<file path="config.mk">
export PLATFORM = sky130hd
export DESIGN_NAME = rrer_arb
export DESIGN_NICKNAME = d
export VERILOG_FILES = /design/src/design/rrer_pkg.sv /design/src/design/rrer_arb.sv
export SDC_FILE = /design/constraint.sdc
export NUM_CORES = 1
export LEC_CHECK = 0
export BUFFER_PORTS_ARGS = -buffer_cell sky130_fd_sc_hd__buf_4
export CAP_MARGIN = 15
export CORE_AREA = 2 2 39 41
export DETAILED_ROUTE_END_ITERATION = 7
export DIE_AREA = 0 0 41 43
export PLACE_DENSITY_LB_ADDON = 0.25
export SLEW_MARGIN = 15
export SYNTH_ARGS = -nofsm -noshare
export SYNTH_HDL_FRONTEND = slang
export SYNTH_SLANG_ARGS = --single-unit
</file>
<file path="constraint.sdc">
create_clock -name vclk -period 2.8
set_input_delay 0.56 -clock vclk [all_inputs]
set_output_delay 0.56 -clock vclk [all_outputs]
set_load 0.005 [all_outputs]
</file>
<file path="src/design/rrer_pkg.sv">
// ----------------------------------------------------------------------------
// rrer_pkg
// field widths, status codes and register indexes of the event router
// ----------------------------------------------------------------------------
`default_nettype none

package rrer_pkg;

  // item field widths
  localparam int SRC_ID_W    = 3;
  localparam int DEST_ID_W   = 4;
  localparam int PAYLOAD_W   = 32;
  localparam int STATUS_W    = 3;

  // configuration register widths
  localparam int SRC_MASK_W  = 8;
  localparam int DEST_MASK_W = 16;
  localparam int CFG_IDX_W   = 2;
  localparam int CFG_DATA_W  = 16;

  // parameter defaults
  localparam int DEF_NUM_SOURCES   = 8;
  localparam int DEF_QUEUE_DEPTH   = 16;
  localparam int DEF_NUM_DESTS     = 16;
  localparam int DEF_PAYLOAD_WIDTH = 32;

  // item function codes
  localparam logic FUNC_PUSH  = 1'b0;
  localparam logic FUNC_ROUTE = 1'b1;

  // result status codes
  localparam logic [STATUS_W-1:0] ST_PUSHED      = 3'd0;
  localparam logic [STATUS_W-1:0] ST_UNKNOWN_SRC = 3'd1;
  localparam logic [STATUS_W-1:0] ST_FULL        = 3'd2;
  localparam logic [STATUS_W-1:0] ST_ROUTED      = 3'd3;
  localparam logic [STATUS_W-1:0] ST_DISCARDED   = 3'd4;
  localparam logic [STATUS_W-1:0] ST_NONE        = 3'd5;

  // configuration register indexes
  localparam logic [CFG_IDX_W-1:0] REG_SOURCE_ENABLE = 2'd0;
  localparam logic [CFG_IDX_W-1:0] REG_DEST_ENABLE   = 2'd1;

endpackage

`default_nettype wire

</file>
<file path="src/design/rrer_arb.sv">
// ----------------------------------------------------------------------------
// rrer_arb
// rotating priority pick of the next eligible source after the pointer
// ----------------------------------------------------------------------------
`default_nettype none

module rrer_arb #(
  parameter int NUM_SOURCES = rrer_pkg::DEF_NUM_SOURCES,
  localparam int SW = $clog2(NUM_SOURCES)
) (
  input  wire logic [NUM_SOURCES-1:0] eligible,
  input  wire logic [SW-1:0]          ptr,
  output logic                        found,
  output logic [SW-1:0]               sel
);

  logic [NUM_SOURCES-1:0] upper;
  logic [SW-1:0]          sel_upper;
  logic [SW-1:0]          sel_any;

  // sources at or after the pointer
  always_comb begin
    for (int i = 0; i < NUM_SOURCES; i++) begin
      upper[i] = eligible[i] && (i >= int'(ptr));
    end
  end

  // lowest set bit of each vector
  always_comb begin
    sel_upper = '0;
    sel_any   = '0;
    for (int i = NUM_SOURCES - 1; i >= 0; i--) begin
      if (upper[i]) begin
        sel_upper = SW'(i);
      end
      if (eligible[i]) begin
        sel_any = SW'(i);
      end
    end
  end

  // wrap to the start when nothing is left after the pointer
  assign found = |eligible;
  assign sel   = (|upper) ? sel_upper : sel_any;

endmodule

`default_nettype wire

</file>
Word-level counts from Yosys, hierarchy flattened
Index checks and enable logic that the tools add are counted.
- magnitude comparators: 7
- mux-type cells: 16
- reductions and logical operators: 9
- operators by type and width (operator ; number):
    2-to-1 mux 3 bit ; 16
    OR reduction 8 bit ; 2
    >= comparator 3 bit, first input constant ; 3
    logical AND 1 bit ; 7
    >= comparator 1 x 3 -> 1 bit, first input constant ; 2
    >= comparator 2 x 3 -> 1 bit, first input constant ; 2
- register bits: 0
- output and inout bits: 4
- word-level logic and storage cells: 32

Longest topological paths before layout
- depth after elaboration: 10
- gate-level depth with buffers: 6

Worst setup path before layout
Ideal clock, no wire load.
- path type: input-to-output
- start point: input port ptr[2]
- end point: output port sel[0]
- arrival: 1.430 ns
- required time: 2.240 ns
- setup slack: 0.810 ns
- cell stages on the path: 6
- path buffers: 1
- cell sequence: buf_6 -> inv_2 -> or3_1 -> o21ai_1 -> a222oi_1 -> a211o_1
- longest elaborated chain between the ends: 10
- elaborated cells on any way between the ends: 23
- RTL lines (what ; RTL line ; text):
    start, declared ; rrer_arb.sv:12 ; input wire logic [SW-1:0] ptr,
    >= comparator 3 bit ; rrer_arb.sv:24 ; upper[i] = eligible[i] && (i >= int'(ptr));
    logical AND 1 bit ; rrer_arb.sv:24 ;
    2-to-1 mux 3 bit (7 in a row) ; rrer_arb.sv:33 ; if (upper[i]) begin
    2-to-1 mux 3 bit (*) ; rrer_arb.sv:44 ; assign sel = (|upper) ? sel_upper : sel_any;
    end, declared ; rrer_arb.sv:14 ; output logic [SW-1:0] sel
Mark *: on every way between the ends. The rest lies on a longest branch, timed or not.

Final worst setup path
- start point: input port ptr[0]
- end point: output port sel[0]
The elaborated chain is that of the path after synthesis.

==> flow_metrics.py <==
metrics = {
    "run_status": {
        "status": "completed",
    },
    "layout": {
        "clkbuf_count": 0,
        "area_delta_synth_final_pct": 48.50,
        "seq_cells": 0,
        "antenna_cells": 0,
        "drive_above_1_share": 0.2982,
        "seq_area_um2": 0,
        "nets": 70,
        "fin_cells": 73,
    },
    "critical_path": {
        "crit_top_cell": "buf_4",
        "critPathRequiredTime_ns": 2.24,
        "start_kind": "input port",
        "slowest_delay_ns": 0.36,
        "crit_fanout": 6,
        "cp_cell_sequence": "buf_4 > or3_1 > o21ai_1 > a222oi_1 > a211o_1 > buf_4",
        "slowest_stage": "or3_1",
        "arrival_ns": 1.66,
        "worstSetupPathType": "in -> out",
        "worst_setup_path_end_kind": "output pin",
    },
    "sta": {
        "clock.fmax_ghz": 0.4504,
        "slew_headroom": 0.7603,
        "worst_pin_slew_ns": 0.3595,
        "rsz0062_at_grt": "no",
        "post-route-period-util": 0.7929,
        "finalSetupTns_ns": 0,
        "finalMaxSlewViolations": 0,
        "finalCriticalPeriod_ns": 2.220,
        "timing_hold_violations_final": 0,
        "setup-violations-final": 0,
    },
    "cts": {
        "cts_hold_buf": 0,
        "cts_setup_buffers": 0,
        "cts_resized": 0,
    },
    "global_route": {
        "groute.usage.overall": 0.09291,
        "grt_max_degree": 11,
        "grt_pass1_vias": 278,
        "grt_pass1_wl_mm": 1.214,
        "antenna_found_initial": 0,
        "grt-ovfl-total": 0,
    },
    "drt": {
        "wl_um": 860,
        "wl_per_cell_um": 11.78,
        "vias_per_cell": 5.082,
        "vias": 371,
        "firstDrtPassIters": 5,
        "drc": 0,
        "final_antenna_net_count": 0,
        "first_iter_violations": 18,
    },
    "synth": {
        "yosysUniqueCellTypes": 24,
        "synth_nets": 54,
        "avgSynthCellArea_um2": 5.820,
        "syn_inst": 43,
        "netlist_area_um2": 250.2,
        "yosysWarnings": 0,
        "seq_area_frac_synth": 0,
    },
    "hold_path": {
        "hp-start": "eligible[1]",
        "holdPathEnd": "found",
        "hp-class": "in -> out",
        "hold_depth": 4,
    },
    "floorplanning": {
        "core-area_mm2": 0.001384,
        "row_count": 14,
        "die-area_mm2": 0.001763,
        "die-width_um": 41,
        "initial_utilization": 0.1808,
        "ios": 15,
        "die_height_um": 43,
    },
    "placement": {
        "dp_hpwl_um": 661.1,
        "routabilityCongestion": 0.7452,
        "port_buffers": 15,
        "place_inst": 73,
    },
    "power": {
        "peakVddDrop_uv": 40.51,
        "p_leak_uw": 0.0001632,
        "powerDensity_mw_per_mm2": 159.3,
    },
    "run": {
        "cap_violations": 0,
    },
}
synth_stat cells (2+ instances only):
master	number	area share
nor2_1	7	0.11
a21oi_1	6	0.12
nand2_1	4	0.060
inv_1	3	0.045
nand2b_1	2	0.050
nor4_1	2	0.050
o2bb2ai_1	2	0.070
cell usage in the layout (no fill, tap or decap):
cell,synthesis,final
inv_1,3,3
a221oi_1,1,1
nand3_1,1,1
o21ai_0,1,1
nand2b_1,2,2
nand2_1,4,4
buf_4,0,15
nor4_1,2,2
a21o_1,1,1
nor4b_2,1,1
a31oi_1,1,1
o31ai_1,1,1
a211o_1,1,1
o21a_1,1,1
o22ai_1,1,1
a21oi_1,6,6
or3_1,1,1
nor2b_1,1,1
o21ai_1,1,1
inv_2,1,1
nor2_1,7,7
nor3_1,1,1
o2bb2ai_1,2,2
a222oi_1,1,1
logic make-up (layout without fill, tap and decap cells):
| family | count (synthesis) | in the layout | share of synthesized area |
|---|---|---|---|
| and+or+nand+nor | 20 | 20 | 0.4150 |
| buffers and inverters | 5 | 19 | 0.1050 |
| AOI/OAI and AO/OA | 18 | 18 | 0.4801 |
worst max-delay path: cells and delay by family:
kind | cells | cell delay, ns
AND/OR/NAND/NOR | 1 | 0.36
AO/OA/AOI/OAI | 3 | 0.47
buffers and inverters | 2 | 0.26
where the power goes:
part / internal, uW / switching, uW / total [uW]
logic: 30.1 / 29.1 / 59.2
clock network: 0 / 0 / 0
registers: 0 / 0 / 0
area by class of cell:
| type | instances | area, um^2 |
|---|---|---|
| fill | 163 | 1012 |
| inverter | 4 | 15.01 |
| multi-input combinational | 38 | 224.0 |
| tap | 16 | 20.02 |
| timing repair buffer | 15 | 112.6 |
worst max path at each step:
stage	start	endpoint	slack, ns
after floorplan	ptr[2]	sel[0]	0.81
after global placement	eligible[6]	sel[0]	0.56
after detailed placement	eligible[6]	sel[0]	0.56
after CTS	eligible[6]	sel[0]	0.56
after global routing	eligible[6]	sel[0]	0.47
final	ptr[0]	sel[0]	0.58
metrics by stage:
| stage | utilization | hold slack [ns] | total power (uW) | cell area, um^2 | setup WS [ns] |
|---|---|---|---|---|---|
| after global routing | 0.2685 | 1.452 | 65.44 | 371.6 | 0.4656 |
| final | 0.2685 | 1.436 | 59.20 | 371.6 | 0.5800 |
| after global placement | 0.2685 | 1.434 | 59.07 | 371.6 | 0.5590 |
| after detailed placement | 0.2685 | 1.435 | 58.93 | 371.6 | 0.5633 |
| after CTS | 0.2685 | 1.435 | 59.13 | 371.6 | 0.5593 |
| after floorplan | - | 1.210 | 28.02 | 250.2 | 0.8101 |
metal layers:
metal	wire length [um]	up-vias	global-route usage
li1	-	192	-
met3	51	0	0
met1	410	164	0.1329
met4	0	0	0
met2	398	15	0.1594
met5	0	-	0
(Power assumes the default switching activity.)
